===== config.mk =====
export PLATFORM = sky130hd
export DESIGN_NAME = psamp_drop_record_parser_top
export DESIGN_NICKNAME = d
export VERILOG_FILES = /design/src/rtl/core/psdrp_pkg.sv /design/src/rtl/core/psdrp_decode.sv /design/src/rtl/core/psamp_drop_record_parser_top.sv
export VERILOG_INCLUDE_DIRS = /design/src /design/src/rtl/core
export SDC_FILE = /design/constraint.sdc
export NUM_CORES = 1
export LEC_CHECK = 0
export ABC_AREA = 1
export BUFFER_PORTS_ARGS = -buffer_cell sky130_fd_sc_hd__buf_2
export CORE_MARGIN = 3
export CORE_UTILIZATION = 59
export CTS_CLUSTER_SIZE = 20
export DETAILED_ROUTE_END_ITERATION = 10
export PLACE_DENSITY_LB_ADDON = 0.12
export SYNTH_ARGS = -nofsm -noshare
export SYNTH_HDL_FRONTEND = slang
export SYNTH_SLANG_ARGS = --single-unit

===== constraint.sdc =====
create_clock -name i_clk -period 6.2 [get_ports i_clk]
set_clock_uncertainty 0.1 [all_clocks]
set_input_delay 0.31 -clock i_clk [delete_from_list [all_inputs] [get_ports i_clk]]
set_output_delay 0.31 -clock i_clk [all_outputs]
set_load 0.1 [all_outputs]

===== src/rtl/core/assert_macros.svh =====
// Assertion macros used by the top-level RTL file of the record parser.
`ifndef ASSERT_MACROS_SVH
`define ASSERT_MACROS_SVH
`ifndef SYNTHESIS
// Implication or plain property, checked on every rising clock edge outside reset.
`define PSDRP_ASSERT(lbl, clk, rst_n, prop, msg) \
    lbl: assert property (@(posedge clk) disable iff (!rst_n) prop) else $error(msg);
// Expression that must never be true outside reset.
`define PSDRP_NEVER(lbl, clk, rst_n, expr, msg) \
    lbl: assert property (@(posedge clk) disable iff (!rst_n) !(expr)) else $error(msg);
`else
`define PSDRP_ASSERT(lbl, clk, rst_n, prop, msg)
`define PSDRP_NEVER(lbl, clk, rst_n, expr, msg)
`endif
`endif


===== src/rtl/core/psdrp_pkg.sv =====
// Types and constants of the PSAMP drop-sample record parser.
package psdrp_pkg;

    // Token kinds
    localparam logic [3:0] KIND_PSAMP_LEN    = 4'd0;
    localparam logic [3:0] KIND_TIME         = 4'd1;
    localparam logic [3:0] KIND_SWITCH       = 4'd2;
    localparam logic [3:0] KIND_EGR_MODPORT  = 4'd3;
    localparam logic [3:0] KIND_INGRESS_PORT = 4'd4;
    localparam logic [3:0] KIND_DROP_ING     = 4'd5;
    localparam logic [3:0] KIND_DROP_MMU     = 4'd6;
    localparam logic [3:0] KIND_DROP_EGR     = 4'd7;
    localparam logic [3:0] KIND_USER_META    = 4'd8;
    localparam logic [3:0] KIND_COS          = 4'd9;
    localparam logic [3:0] KIND_SAMPLED_LEN  = 4'd10;
    localparam logic [3:0] KIND_PAYLOAD      = 4'd11;
    localparam logic [3:0] KIND_ERROR        = 4'd12;

    // Error codes carried in the value of an error token
    localparam logic [1:0] ERR_TRUNCATED = 2'd0;
    localparam logic [1:0] ERR_TEMPLATE  = 2'd1;
    localparam logic [1:0] ERR_INDICATOR = 2'd2;

    // Configuration register indexes
    localparam logic [1:0] CFG_CHIP_MODE = 2'd0;
    localparam logic [1:0] CFG_TID_MODE0 = 2'd1;
    localparam logic [1:0] CFG_TID_MODE1 = 2'd2;

    // Byte offsets (from the template header) of the last byte of each field
    localparam logic [4:0] POS_TEMPLATE_ID = 5'd1;
    localparam logic [4:0] POS_PSAMP_LEN   = 5'd3;
    localparam logic [4:0] POS_TIME        = 5'd11;
    localparam logic [4:0] POS_SWITCH      = 5'd15;
    localparam logic [4:0] POS_EGR_MODPORT = 5'd17;
    localparam logic [4:0] POS_INGRESS     = 5'd19;
    localparam logic [4:0] POS_DROP_0      = 5'd20;
    localparam logic [4:0] POS_DROP_1      = 5'd21;
    localparam logic [4:0] POS_USER_META   = 5'd23;
    localparam logic [4:0] POS_COS         = 5'd24;
    localparam logic [4:0] POS_INDICATOR   = 5'd25;
    localparam logic [4:0] POS_SAMPLED_LEN = 5'd27;

    // Mode 1 drop reason ranges
    localparam logic [7:0] DROP_EGR_BASE = 8'h98;
    localparam logic [7:0] DROP_MMU_BASE = 8'h90;
    localparam logic [7:0] DROP_MMU_MAX  = 8'h95;
    localparam logic [7:0] DROP_ING_MAX  = 8'h78;
    localparam logic [7:0] INDICATOR_OK  = 8'hFF;

    // Parser state between bytes
    typedef struct packed {
        logic [4:0]  pos;
        logic [55:0] acc;
        logic [15:0] remaining;
        logic        in_payload;
        logic        skipping;
    } t_state;

    // Configuration seen by the decoder
    typedef struct packed {
        logic        chip_mode;
        logic [15:0] tid_mode0;
        logic [15:0] tid_mode1;
    } t_cfg;

    // One output token
    typedef struct packed {
        logic        valid;
        logic [3:0]  kind;
        logic [63:0] value;
        logic        last;
    } t_token;

endpackage


===== src/rtl/core/psdrp_decode.sv =====
// Per-byte decoder: next parser state and the token caused by one byte.
module psdrp_decode
    import psdrp_pkg::*;
(
    input  t_state     i_state,
    input  t_cfg       i_cfg,
    input  logic [7:0] i_data_byte,
    input  logic       i_end_of_buffer,
    output t_state     o_state,
    output t_token     o_token
);

    logic [63:0] acc_full;
    logic [15:0] rem_dec;
    logic [15:0] tid_want;
    logic        has;
    logic        bad;
    logic        done;
    logic [1:0]  err;
    logic [3:0]  kind;
    logic [63:0] val;
    logic [7:0]  b;

    assign b        = i_data_byte;
    assign acc_full = {i_state.acc, b};
    assign rem_dec  = i_state.remaining - 16'd1;
    assign tid_want = i_cfg.chip_mode ? i_cfg.tid_mode1 : i_cfg.tid_mode0;

    // Field decode by byte position
    always_comb begin
        has  = 1'b0;
        bad  = 1'b0;
        done = 1'b0;
        err  = ERR_TRUNCATED;
        kind = KIND_PSAMP_LEN;
        val  = '0;
        unique case (i_state.pos)
            POS_TEMPLATE_ID: begin
                if (acc_full[15:0] != tid_want) begin
                    bad = 1'b1;
                    err = ERR_TEMPLATE;
                end
            end
            POS_PSAMP_LEN: begin
                has = 1'b1; kind = KIND_PSAMP_LEN; val = {48'd0, acc_full[15:0]};
            end
            POS_TIME: begin
                has = 1'b1; kind = KIND_TIME; val = acc_full;
            end
            POS_SWITCH: begin
                has = 1'b1; kind = KIND_SWITCH; val = {32'd0, acc_full[31:0]};
            end
            POS_EGR_MODPORT: begin
                has = 1'b1; kind = KIND_EGR_MODPORT; val = {48'd0, acc_full[15:0]};
            end
            POS_INGRESS: begin
                has = 1'b1; kind = KIND_INGRESS_PORT; val = {48'd0, acc_full[15:0]};
            end
            POS_DROP_0: begin
                if (!i_cfg.chip_mode) begin
                    if (b != 8'd0) begin
                        has = 1'b1; kind = KIND_DROP_ING; val = {56'd0, b};
                    end
                end else if (b >= DROP_EGR_BASE) begin
                    has = 1'b1; kind = KIND_DROP_EGR; val = {56'd0, b - DROP_EGR_BASE};
                end else if (b >= DROP_MMU_BASE && b <= DROP_MMU_MAX) begin
                    has = 1'b1; kind = KIND_DROP_MMU; val = {56'd0, b - DROP_MMU_BASE};
                end else if (b <= DROP_ING_MAX) begin
                    has = 1'b1; kind = KIND_DROP_ING; val = {56'd0, b};
                end
            end
            POS_DROP_1: begin
                // mode 1 skips the metadata byte
                if (!i_cfg.chip_mode && b != 8'd0) begin
                    has = 1'b1; kind = KIND_DROP_MMU; val = {56'd0, b};
                end
            end
            POS_USER_META: begin
                has = 1'b1; kind = KIND_USER_META; val = {48'd0, acc_full[15:0]};
            end
            POS_COS: begin
                has = 1'b1; kind = KIND_COS; val = {56'd0, b};
            end
            POS_INDICATOR: begin
                if (b != INDICATOR_OK) begin
                    bad = 1'b1;
                    err = ERR_INDICATOR;
                end
            end
            POS_SAMPLED_LEN: begin
                has  = 1'b1;
                kind = KIND_SAMPLED_LEN;
                val  = {48'd0, acc_full[15:0]};
                done = (acc_full[15:0] == 16'd0);
            end
            default: begin
            end
        endcase
    end

    // State update and token selection
    always_comb begin
        o_state            = i_state;
        o_token            = '0;
        o_token.kind       = KIND_ERROR;
        if (i_state.skipping) begin
            if (i_end_of_buffer) begin
                o_state.pos      = '0;
                o_state.skipping = 1'b0;
            end
        end else if (i_state.in_payload) begin
            o_token.valid = 1'b1;
            if (rem_dec == 16'd0) begin
                o_state.pos        = '0;
                o_state.remaining  = '0;
                o_state.in_payload = 1'b0;
                o_token.kind       = KIND_PAYLOAD;
                o_token.value      = {56'd0, b};
                o_token.last       = 1'b1;
            end else if (i_end_of_buffer) begin
                o_state.pos        = '0;
                o_state.remaining  = '0;
                o_state.in_payload = 1'b0;
                o_token.kind       = KIND_ERROR;
                o_token.value      = {62'd0, ERR_TRUNCATED};
                o_token.last       = 1'b1;
            end else begin
                o_state.remaining = rem_dec;
                o_token.kind      = KIND_PAYLOAD;
                o_token.value     = {56'd0, b};
            end
        end else begin
            o_state.acc = acc_full[55:0];
            o_state.pos = i_state.pos + 5'd1;
            if (done) begin
                o_state.pos   = '0;
                o_token.valid = 1'b1;
                o_token.kind  = kind;
                o_token.value = val;
                o_token.last  = 1'b1;
            end else if (i_end_of_buffer) begin
                o_state.pos   = '0;
                o_token.valid = 1'b1;
                o_token.kind  = KIND_ERROR;
                o_token.value = {62'd0, ERR_TRUNCATED};
                o_token.last  = 1'b1;
            end else if (bad) begin
                o_state.pos      = '0;
                o_state.skipping = 1'b1;
                o_token.valid    = 1'b1;
                o_token.kind     = KIND_ERROR;
                o_token.value    = {62'd0, err};
                o_token.last     = 1'b1;
            end else if (has) begin
                o_token.valid = 1'b1;
                o_token.kind  = kind;
                o_token.value = val;
                if (i_state.pos == POS_SAMPLED_LEN) begin
                    o_state.remaining  = val[15:0];
                    o_state.in_payload = 1'b1;
                end
            end
        end
    end

endmodule


===== src/rtl/core/psamp_drop_record_parser_top.sv =====
// A token is registered and appears on the output in the cycle after the byte that causes it is accepted.
// Throughput: one byte per cycle; the input stalls only while a token waits on a stalled output.
// The byte rate is set by the single decode stage between the parser state and the output register.
// Reset (synchronous, active low) clears the parser state but for the field accumulator, the output
// valid and the config registers; the next accepted byte is taken as the start of a record.
module psamp_drop_record_parser_top
    import psdrp_pkg::*;
(
    input  logic        i_clk,
    input  logic        i_rst_n,
    // configuration write port
    input  logic        i_cfg_we,
    input  logic [1:0]  i_cfg_index,
    input  logic [15:0] i_cfg_wdata,
    // byte input
    input  logic        i_in_valid,
    output logic        o_in_stall,
    input  logic [7:0]  i_data_byte,
    input  logic        i_end_of_buffer,
    // token output
    output logic        o_out_valid,
    input  logic        i_out_stall,
    output logic [3:0]  o_field_kind,
    output logic [63:0] o_field_value,
    output logic        o_record_last
);

`include "assert_macros.svh"

    t_cfg        r_cfg;
    t_state      r_state;
    t_state      n_state;
    t_token      n_token;
    logic        r_out_valid;
    logic [3:0]  r_kind;
    logic [63:0] r_value;
    logic        r_last;
    logic        in_fire;

    assign o_in_stall = r_out_valid & i_out_stall;
    assign in_fire    = i_in_valid & ~o_in_stall;

    // Configuration registers
    always_ff @(posedge i_clk) begin
        if (!i_rst_n) begin
            r_cfg <= '0;
        end else if (i_cfg_we) begin
            unique case (i_cfg_index)
                CFG_CHIP_MODE: r_cfg.chip_mode <= i_cfg_wdata[0];
                CFG_TID_MODE0: r_cfg.tid_mode0 <= i_cfg_wdata;
                CFG_TID_MODE1: r_cfg.tid_mode1 <= i_cfg_wdata;
                default: begin
                end
            endcase
        end
    end

    psdrp_decode u_decode (
        .i_state         (r_state),
        .i_cfg           (r_cfg),
        .i_data_byte     (i_data_byte),
        .i_end_of_buffer (i_end_of_buffer),
        .o_state         (n_state),
        .o_token         (n_token)
    );

    // Parser state; the field accumulator holds data only and needs no reset
    always_ff @(posedge i_clk) begin
        if (!i_rst_n) begin
            r_state.pos        <= '0;
            r_state.remaining  <= '0;
            r_state.in_payload <= 1'b0;
            r_state.skipping   <= 1'b0;
        end else if (in_fire) begin
            r_state <= n_state;
        end
    end

    // Output register
    always_ff @(posedge i_clk) begin
        if (!i_rst_n) begin
            r_out_valid <= 1'b0;
        end else if (!o_in_stall) begin
            r_out_valid <= in_fire & n_token.valid;
        end
    end

    always_ff @(posedge i_clk) begin
        if (in_fire && !o_in_stall) begin
            r_kind  <= n_token.kind;
            r_value <= n_token.value;
            r_last  <= n_token.last;
        end
    end

    assign o_out_valid   = r_out_valid;
    assign o_field_kind  = r_kind;
    assign o_field_value = r_value;
    assign o_record_last = r_last;

    // Checks
    `PSDRP_ASSERT(a_err_is_last, i_clk, i_rst_n, (r_out_valid && r_kind == KIND_ERROR) |-> r_last, "error token without record_last")
    `PSDRP_NEVER(a_payload_and_skip, i_clk, i_rst_n, r_state.in_payload && r_state.skipping, "payload and skip both set")
    `PSDRP_NEVER(a_pos_range, i_clk, i_rst_n, !r_state.in_payload && r_state.pos > POS_SAMPLED_LEN, "byte position past header")
    `PSDRP_ASSERT(a_eob_restarts, i_clk, i_rst_n, (in_fire && i_end_of_buffer) |=> (r_state.pos == 5'd0 && !r_state.in_payload && !r_state.skipping), "end of buffer did not restart record")

endmodule


# --- Yosys cells after proc, flatten, opt, wreduce, memory -nomap -nowiden ---
# Index checks and enable logic that the tools add are counted.
word_totals:
  register_bits: 182
  inputBits: 32
  word_cells: 121
op_classes:
  addsub: 4
  order_cmp: 4
  n_eq_ne: 19
  muxes: 57
  n_bitwise: 6
  reduce_logical: 19
ops:
  columns: ["op", "n"]
  rows:
  - ["64-bit case mux with 6 select lines", 1]
  - ["70-bit 2-to-1 mux", 4]
  - ["69-bit 2-to-1 mux", 3]
  - ["64-bit 2-to-1 mux", 3]
  - ["17-bit 2-to-1 mux", 5]
  - ["67-bit 2-to-1 mux", 1]
  - ["5-bit == test (second input constant)", 8]
  - ["18-bit 2-to-1 mux", 2]
  - ["4-bit case mux with 9 select lines", 1]
  - ["5-bit 2-to-1 mux", 7]
  - ["16-bit zero test", 2]
  - ["16-bit 2-to-1 mux", 2]
  - ["8-bit 2-to-1 mux", 3]
  - ["8-bit >= comparator (second input constant)", 2]
  - ["16-bit inequality test", 1]
  - ["16-bit by 1-bit subtractor with 16-bit output (second input constant)", 1]
  - ["8-bit subtractor (second input constant)", 2]
  - ["1-bit 2-to-1 mux", 15]
  - ["4-bit 2-to-1 mux", 3]
  - ["5-bit by 4-bit == test with 1-bit output (second input constant)", 2]
  - ["3-bit 2-to-1 mux", 3]
  - ["8-bit by 7-bit less-or-equal comparator with 1-bit output (second input constant)", 1]
  - ["8-bit less-or-equal comparator (second input constant)", 1]
  - ["8-bit inequality test (second input constant)", 1]
  - ["23 further kinds", 35]

# --- Depth between registers and ports, before layout ---
# Gate-level depths: netlist of run 1.
depth:
  depth_word: 13
  mapped_depth: 18
  depth_no_buf: 16

# --- Cells and area by module ---
# Synthesis of run 1 repeated with hierarchy kept, for this count alone.
unflattened:
  hier_cells: 1316
  area_unflattened_um2: 10034.6
modules_own_cells:
  columns: ["module", "instances", "cells_each", "area_per_inst_um2"]
  rows:
  - ["psamp_drop_record_parser_top", 1, 471, 6153.4]
  - ["psdrp_decode", 1, 845, 3881.2]

# --- Worst setup path before layout of run 1 ---
# OpenSTA, ideal clock, no wires.
synth_path:
  path_kind: "register to register"
  start: "reg r_state[0] (netlist name)"
  end: "reg r_state[18] (netlist name), enable pin"
  arrival_ns: 4.957
  required_ns: 5.561
  setup_slack_ns: 0.604
  stages_incl_launch_ff: 5
  path_buffers: 1
  period_less_slack_ns: 5.596
  path_cell_list: "dfxtp_1 -> clkbuf_1 -> nor2_1 -> inv_1 -> nor3_1"
synth_via:
  elab_chain_len: 2
synth_rtl:
  columns: ["item", "line", "text"]
  rows:
  - ["start, declared", "psamp_drop_record_parser_top.sv:31", "t_state r_state;"]
  - ["start signal, assigned", "psamp_drop_record_parser_top.sv:75", "r_state <= n_state;"]
  - ["1-bit inverter (no source line)", null, null]
  - ["4-bit AND reduction (no source line)", null, null]
# No other way between the ends.
# A chain may end at the register's enable or synchronous reset.

# --- Worst setup path in the final report of run 1 ---
layout_path:
  start: "reg r_cfg[32] (netlist name)"
  end: "reg r_state[4] (netlist name)"
layout_via:
  elab_chain_len: 10
layout_rtl:
  columns: ["item", "line", "text"]
  rows:
  - ["start, declared", "psamp_drop_record_parser_top.sv:30", "t_cfg r_cfg;"]
  - ["1-bit zero test", null, null]
  - ["1-bit logical AND", "psdrp_decode.sv:74", "if (!i_cfg.chip_mode && b != 8'd0) begin"]
  - ["8-bit 2-to-1 mux", "psdrp_decode.sv:74", null]
  - ["64-bit case mux with 6 select lines", "psdrp_decode.sv:37", "unique case (i_state.pos)"]
  - ["17-bit 2-to-1 mux", "psdrp_decode.sv:158", "if (i_state.pos == POS_SAMPLED_LEN) begin"]
  - ["17-bit 2-to-1 mux", "psdrp_decode.sv:154", "end else if (has) begin"]
  - ["17-bit 2-to-1 mux", "psdrp_decode.sv:147", "end else if (bad) begin"]
  - ["18-bit 2-to-1 mux", "psdrp_decode.sv:141", "end else if (i_end_of_buffer) begin"]
  - ["18-bit 2-to-1 mux", "psdrp_decode.sv:135", "if (done) begin"]
  - ["17-bit 2-to-1 mux", "psdrp_decode.sv:111", "end else if (i_state.in_payload) begin"]
# Parallel ways exist; a longest one is shown, timed or not. The select of a mux whose other input is x is not followed.

==> impl_metrics.ini, run 1 <==
[clock_tree]
htree_levels = 4
clk_pin_slew_ns = 0.07
cts_tree = done
postCtsHoldBufs = 0
clock_sinks = 182
post_cts_resized = 0
insertion_delay_ns = 0.43
post_cts_buffers = 0
numCtsBuffers = 17
cts_buffer_depth = 2
cts-root-buf = clkbuf_16

[timing]
hold_violations = 0
rsz0062_at_grt = no
setup_viol = 0
period_share = 0.5428
setup_tns_ns = 0
max_slew_margin = 0.2180
fin_crit_ns = 3.366
slew_violations = 0
fmax_ghz = 0.2971
worstMarginPinSlew_ns = 1.164

[finish]
stdcell_area_mm2 = 0.009896
antenna_cells = 0
fillCellCount = 1134
fin_nets = 1169
multiInputGateArea_mm2 = 0.003329
area_growth_pct = 13.00
drive_gt1_frac = 0.1424
seq_area_mm2 = 0.004895

[routing]
drtIter0Drc = 617
ant_nets = 0
vias = 7202
route.detailed.drc = 0
wl_per_cell_um = 15.51
dr.pass1.iters = 5
avgViaCountPerCell = 5.464
wirelength_um = 20440

[die]
die_w_um = 127.8
die_height_um = 127.8
rows = 43
dieArea_mm2 = 0.01634
ios = 103
core_mm2 = 0.01420
start_util = 0.6165

[grt]
antenna_found_initial = 0
track_usage = 0.2548
grt-ovfl-total = 0
grt_max_degree = 71
grt_pass1_wl_um = 33130
grt_pass1_vias = 6864

[placement]
post-dp-hpwl_um = 14270
numPortBuffers = 102
gp_congestion = 0.9447
placed_cell_area_mm2 = 0.009324

[setup_path]
crit_family = simple AND/OR/NAND/NOR gates
cp_num_buf_inv = 1
crit_slowest_cell = dfxtp_1
slowest_delay_ns = 0.71
cp_common_cell = nand2_1
arrival_ns = 3.63
crit_fanout = 32
endpoint_kind = flop
criticalPathCategory = flop to flop
path_cells = inv_2, nand2_1, nand2_1, nand2_1, nand2_1, nor2_1, nand2_1, nor2_1, nand2_1, nand2_1, nand2_1, nand2_1, nand4_2, nand2_1, nand2_1, nor2_1
start_kind = flop
required_ns = 6.47

[yosys]
synth_top_flop_cell = edfxtp_1
postSynthCellCount = 1039
synth_area_mm2 = 0.008757
syn_area_per_cell_um2 = 8.428
yosys.area.top_type = edfxtp_1
yosysSeqAreaShare = 0.5589
ys_warn_count = 0
syn_nets = 1083
synth_area_leaders = edfxtp_1, dfxtp_1, nand2_1
synth-edff-count = 125
synthTopCellsByCount = nand2_1, nor2_1, edfxtp_1
synth_seq_cells = 182
synth.top_cell.area_share = 0.4286
yosysMostFrequentCell = nand2_1
async_reset_ff_frac = 0
synth_cell_type_count = 40

[status]
outcome = completed

[power]
peakVddDrop_uv = 197.9
total_power_uw = 2795
p_leak_uw = 0.004339
power.density_mw_per_mm2 = 282.4

[hold_path]
hold_path_class = input port to flop

[flow_run]
max_cap_viol_count = 0
## cells by family (layout without fill, tap and decap cells)
logic type / count (synthesis) / after routing / synth area share
compound gates: 109 / 109 / 0.06901
xor+xnor: 10 / 10 / 0.01000
fa+ha+maj: 12 / 12 / 0.01714
buf+inv: 128 / 227 / 0.06144
flops: 182 / 182 / 0.5589
simple gates: 598 / 598 / 0.2835
## worst paths after layout
path	start	end	slack (ns)	cells after the start
hold / removal	i_cfg_wdata[4]	r_cfg[20]$_SDFFE_PN0P_	0.02	3
setup / recovery	r_cfg[32]$_SDFFE_PN0P_	r_state[4]$_SDFFE_PN0P_	2.83	16
setup reg to reg	r_cfg[32]$_SDFFE_PN0P_	r_state[4]$_SDFFE_PN0P_	2.83	16
hold reg to reg	r_state[27]$_DFFE_PP_	r_state[35]$_DFFE_PP_	0.35	0
## report_power, final
| group | internal (uW) | switching, uW |
|---|---|---|
| registers | 1350 | 27.6 |
| logic | 63.6 | 296 |
| clock network | 567 | 488 |
## flip-flops by register name, summed over array words and instances, names as in the netlist
signal         count
r_state           79
r_cfg             33
o_out_valid        1
o_field_kind       4
o_record_last      1
o_field_value     64
## per-stage QoR
| stage | util | hold WS, ns | worst slack (ns) | cells |
|---|---|---|---|---|
| finish | 0.6967 | 0.01964 | 2.834 | 1318 |
| floorplan | - | 0.3089 | 0.6040 | 1039 |
| CTS | 0.6967 | 0.01499 | 2.872 | 1318 |
| detailed placement | 0.6564 | 0.3340 | 2.921 | 1286 |
| global route | 0.6967 | 0.03919 | 2.279 | 1318 |
| global placement | 0.6564 | 0.3302 | 3.016 | 1286 |
## area by class of cell
cell class	count	share of cell area
clock buffers	18	0.04337
clock inverters	14	0.01441
inverters	89	0.03376
multi-input cells	729	0.3365
flip-flops and latches	182	0.4946
well taps	180	0.02276
repair buffers	106	0.05462
## metal layers
| layer | track usage | up-vias | routed length, um |
|---|---|---|---|
| met5 | 0 | - | 0 |
| met4 | 0.09613 | 0 | 437 |
| met3 | 0.04000 | 43 | 1434 |
| li1 | - | 3567 | - |
| met2 | 0.4217 | 299 | 9772 |
| met1 | 0.3405 | 3293 | 8798 |
## worst reg2reg max path, stage by stage, from the launching register on
cell and delay [ns]:
dfxtp_1 0.71, inv_2 0.36, nand2_1 0.19, nand2_1 0.06, nand2_1 0.06, nand2_1 0.05, nor2_1 0.08, nand2_1 0.06
nor2_1 0.10, nand2_1 0.13, nand2_1 0.16, nand2_1 0.08, nand2_1 0.08, nand4_2 0.63, nand2_1 0.26, nand2_1 0.07
nor2_1 0.12
## layout by cell type (no fill, tap or decap), types with 17 or more instances in the layout
master	n
nand2_1	287
nor2_1	189
edfxtp_1	125
buf_2	102
inv_1	87
nand3_1	68
o21ai_0	60
dfxtp_1	57
a21oi_1	28
nor3_1	17
clkbuf_16	17
Power figures use the tool's default switching activity.
==> run 2, diff against run 1 <==
- clock period: 6.2 -> 3.55 ns (I/O delays scaled with it)
==> run 2 against run 1 <==
Via count is 2.1% higher. Count of clock-buffer cells in the layout fell by 1. Final cell count increased by 2.6%. Critical path type unchanged. Critical endpoint is now o_field_value[62]$_SDFFCE_PP0P_. Combinational power grew 87%. Total power grew 74%. Design area increased by 3.5%. Register-to-register slack lost 2.4 ns. Global-route usage increased by 0.91 points. Largest power group unchanged. Sequential share of layout area shrank 1.7 points. Die area unchanged. Critical path depth fell by 2.
==> impl_metrics.ini, run 2 (synthesis gave the netlist of run 1 again) <==
[die]
ios = 103
die_w_um = 127.8
core_mm2 = 0.01420
die_height_um = 127.8
rows = 43
dieArea_mm2 = 0.01634
start_util = 0.6165

[timing]
worstMarginPinSlew_ns = 0.6018
fin_crit_ns = 3.087
fin_hold_ws_ns = 0.01884
period_share = 0.8697
slew_violations = 0
setup_tns_ns = 0
hold_violations = 0
setup_viol = 0
max_slew_margin = 0.5945
fmax_ghz = 0.3239
rsz0062_at_grt = no

[routing]
route.detailed.drc = 0
avgViaCountPerCell = 5.436
wirelength_um = 21220
drtIter0Drc = 769
vias = 7350
dr.pass1.iters = 6
wl_per_cell_um = 15.69
ant_nets = 0

[setup_path]
endpoint_kind = flop
r2r_start = r_state[74]$_SDFFE_PN0P_
endpoint = o_field_value[62]$_SDFFCE_PP0P_
r2r-end = o_field_value[62]$_SDFFCE_PP0P_
required_ns = 3.62
criticalPathCategory = flop to flop
startpoint = r_state[74]$_SDFFE_PN0P_
crit_fanout = 32
arrival_ns = 3.15
worstRegToRegCells = 14
r2r_setup_slack_ns = 0.46
start_kind = flop

[status]
outcome = completed

[clock_tree]
clk_pin_slew_ns = 0.07
cts-root-buf = clkbuf_16
cts_buffer_depth = 2
clock_sinks = 182
numCtsBuffers = 17
cts_tree = done
htree_levels = 4
insertion_delay_ns = 0.43

[flow_run]
max_cap_viol_count = 0

[finish]
fin_nets = 1203
stdcell_area_mm2 = 0.01024
layout_commonest_cell = nand2_1
fillCellCount = 1135
layout_common_cells = nand2_1, nor2_1, edfxtp_1
largest_reg_flops = 79
drive_gt1_frac = 0.1476
antenna_cells = 0
area_growth_pct = 16.90
largest-register = r_state

[power]
p_leak_uw = 0.004478
power.share.switching = 0.2959
peakVddDrop_uv = 332.8
pwr-share-seq = 0.494
p_comb_frac = 0.138
power.density_mw_per_mm2 = 475.5
net-switching-power_uw = 1440
p_int_uw = 3427
power_frac_clock = 0.368

[grt]
grt_max_degree = 58
grt_pass1_vias = 6900
track_usage = 0.2639
grt-ovfl-total = 0
antenna_found_initial = 0
grt_pass1_wl_um = 34030

[hold_path]
hold_path_depth = 3
hold_path_class = input port to flop

[placement]
numPortBuffers = 102
post-dp-hpwl_um = 14720
placed_cell_area_mm2 = 0.009430
gp_congestion = 0.9085
## run 2: changes by cell type in the layout (fill, tap and decap cells not counted), moves of 3 or more
| cell | change |
|---|---|
| buf_4 | +8 |
| clkinv_4 | +3 |
| clkinvlp_4 | +4 |
| dlygate4sd3_1 | +24 |
| inv_6 | -4 |
## run 2: critical path, cell delays in order, from the launching register on
cell and delay, ns:
dfxtp_1 0.36, ha_1 0.29, inv_1 0.08, nor2_1 0.05, ha_1 0.17, inv_1 0.06, nand2_2 0.12, nor2_1 0.22
nand2_1 0.13, nor2_2 0.24, nand2_1 0.17, nand3_2 0.13, nand2_4 0.16, nand3b_4 0.41, nor2_1 0.10
## run 2: cell type report
| class | instances | area (um^2) | share of cell area |
|---|---|---|---|
| Tap cell | 180 | 225.2 | 0.02200 |
| Sequential cell | 182 | 4895 | 0.4781 |
| Clock inverter | 15 | 141.4 | 0.01381 |
| Inverter | 89 | 334.1 | 0.03263 |
| Clock buffer | 17 | 425.4 | 0.04155 |
| Multi-Input combinational cell | 729 | 3336 | 0.3258 |
| Timing Repair Buffer | 140 | 880.8 | 0.08604 |
## run 2: worst min-delay path by stage
stage                    from                endpoint  slack (ns)
4_1_cts        i_data_byte[3]   r_state[21]$_DFFE_PP_       0.001
6_report             i_cfg_we  r_cfg[32]$_SDFFE_PN0P_        0.02
3_5_place_dp   i_cfg_wdata[2]  r_cfg[18]$_SDFFE_PN0P_        0.32
5_1_grt        i_data_byte[3]   r_state[21]$_DFFE_PP_       0.009
2_1_floorplan  i_data_byte[0]   r_state[18]$_DFFE_PP_        0.18
3_3_place_gp   i_cfg_wdata[2]  r_cfg[18]$_SDFFE_PN0P_        0.32
## run 2: routing by layer
layer	part of all wire	vias up	GRT usage	wire length, um
li1	-	3638	-	-
met1	0.41	3380	0.3411	8718
met2	0.49	297	0.4519	10480
met3	0.073	35	0.04208	1557
met4	0.022	0	0.09488	463
met5	0	-	0	0
## run 2: power groups by stage
stage | Sequential [uW] | Clock [uW] | Combinational [uW]
2_1_floorplan | 2730 | 0 | 223
3_3_place_gp | 2450 | 0 | 643
3_5_place_dp | 2450 | 0 | 645
4_1_cts | 2410 | 1810 | 668
5_1_grt | 2410 | 1890 | 716
6_report | 2400 | 1790 | 670
## run 2: stage by stage
step                cells    util  worst slack (ns)  power, uW
detailed placement   1296  0.6639            0.5180       3097
CTS                  1352  0.7208            0.5346       4887
global route         1352  0.7208            0.2529       5022
finish               1352  0.7208            0.4626       4868
floorplan            1039       -            0.1508       2952
global placement     1296  0.6639            0.6068       3092
## run 2: repair_timing
action / in CTS / in global routing
hold buffers: 24 / 0
gates resized for setup: 0 / 0
hold endpoints to repair: 39 / 0
buffers inserted: 0 / 0
==> run 3, diff against run 2 <==
- CORE_UTILIZATION: 59 -> 30
==> run 3 against run 2 <==
Total power grew 6.0%. Register-to-register slack lost 0.04 ns. Sequential cell count did not move. Combinational power is 0.9% higher. Sequential share of layout area is 1.5 points lower. Highest routed layer unchanged. Die area increased by 91%. Hold slack better by 0.0044 ns. Global-route usage fell by 11 points. Critical path depth down 1. Critical path type is now input port to flop. Clock power up 16%.
==> impl_metrics.ini, run 3 (synthesis gave the netlist of run 1 again) <==
[status]
outcome = completed

[finish]
fillCellCount = 2927
layout_commonest_cell = nand2_1
fin_nets = 1206
seq_area_mm2 = 0.004895
fin_cells = 1553
multiInputGateArea_mm2 = 0.003336
layout_common_cells = nand2_1, nor2_1, edfxtp_1
area_growth_pct = 20.79
stdcell_area_mm2 = 0.01058
drive_gt1_frac = 0.1498
largest-register = r_state
largest_reg_flops = 79
utilization = 0.3746
antenna_cells = 0

[grt]
grt-ovfl-total = 0
grt_pass1_vias = 6964
track_usage = 0.1563
antenna_found_initial = 0
grt_max_degree = 57
grt_pass1_wl_um = 38320

[placement]
gp_congestion = 0.8781
placed_cell_area_mm2 = 0.009668
dp_cells = 1496
numPortBuffers = 102
post-dp-hpwl_um = 17030

[routing]
wl_per_cell_um = 15.41
avgViaCountPerCell = 4.578
dr.pass1.iters = 5
drtIter0Drc = 529
ant_nets = 0
route.detailed.drc = 0
vias = 7110
wirelength_um = 23930

[power]
net-switching-power_uw = 1645
peakVddDrop_uv = 242.1
p_int_uw = 3513
power.share.switching = 0.3188
p_comb_frac = 0.131
power.density_mw_per_mm2 = 487.6
p_leak_uw = 0.004535
pwr-share-seq = 0.467
total_power_uw = 5158
power_frac_clock = 0.402

[hold_path]
hold_path_class = input port to flop

[setup_path]
arrival_ns = 3.27
required_ns = 3.64
crit_fanout = 19
start_kind = input port
endpoint_kind = flop
criticalPathCategory = input port to flop

[die]
core_mm2 = 0.02824
ios = 103
die_w_um = 176.9
dieArea_mm2 = 0.03128
start_util = 0.3101
rows = 61
die_height_um = 176.9

[clock_tree]
insertion_delay_ns = 0.44
clock_sinks = 182
numCtsBuffers = 17
cts_tree = done
clk_pin_slew_ns = 0.08
cts_buffer_depth = 2
htree_levels = 4
cts-root-buf = clkbuf_16

[timing]
slew_violations = 0
hold_violations = 0
worstMarginPinSlew_ns = 0.8008
max_slew_margin = 0.4654
rsz0062_at_grt = no
setup_tns_ns = 0
fmax_ghz = 0.3140
fin_crit_ns = 3.185
period_share = 0.8971
setup_viol = 0

[flow_run]
max_cap_viol_count = 0
## run 3: cell count changes in the layout (fill, tap and decap cells not counted), sizes merged
cell,before,now
inv,94,100
clkinv,6,4
clkinvlp,4,0
buf,116,118
dlygate4sd3,24,25
## run 3: power by group through the flow
stage	clock network [uW]	logic (uW)	registers, uW
finish	2070	676	2410
floorplan	0	223	2730
global route	2220	730	2420
CTS	2130	681	2410
global placement	0	662	2460
detailed placement	0	659	2460
## run 3: metrics by stage
step / hold slack [ns] / setup slack, ns
after floorplan: 0.1764 / 0.1508
after global placement: 0.3219 / 0.4533
after detailed placement: 0.3228 / 0.4463
after CTS: 0.004809 / 0.4804
after global routing: 0.003336 / 0.1299
final: 0.02324 / 0.3654
## run 3: path summary, 6_finish.rpt
kind,startpoint,end,slack (ns),cells after the start
worst max-delay path,i_data_byte[1],o_field_value[3]$_SDFFCE_PP0P_,0.37,13
worst min-delay path,i_data_byte[5],r_state[23]$_DFFE_PP_,0.02,1
worst max register to register,r_state[74]$_SDFFE_PN0P_,o_field_value[3]$_SDFFCE_PP0P_,0.42,14
worst min register to register,r_state[47]$_DFFE_PP_,r_state[55]$_DFFE_PP_,0.34,0
## run 3: worst max-delay path, cell delays in order
cell and delay, ns:
dlygate4sd3_1 0.52, buf_2 0.17, inv_1 0.18, nand3_1 0.24, o21ai_0 0.28, nand2_1 0.23, nand3_1 0.17, nand2_1 0.11
nand2_1 0.14, nand3_2 0.11, nand2_4 0.24, nand2_2 0.24, o21ai_0 0.44
## run 3: area by class of cell
type / count / area share
Sequential cell: 182 / 0.4627
Clock inverter: 15 / 0.02212
Multi-Input combinational cell: 729 / 0.3154
Clock buffer: 17 / 0.04022
Inverter: 89 / 0.03158
Tap cell: 378 / 0.04471
Timing Repair Buffer: 143 / 0.08327
## run 3: metal layers
metal	vias to the layer above	part of all wire	wire, um	track usage
met3	28	0.048	1139	0.02746
li1	3630	-	-	-
met5	-	0	0	0
met4	0	0.017	417	0.05106
met1	3262	0.49	11770	0.2207
met2	190	0.44	10610	0.2440
## run 3: what timing repair did
item	in CTS	in global routing
setup buffers	0	0
resized for setup	0	0
setup endpoints to repair	0	0
endpoints found under the hold margin	39	0
hold buffers	25	0
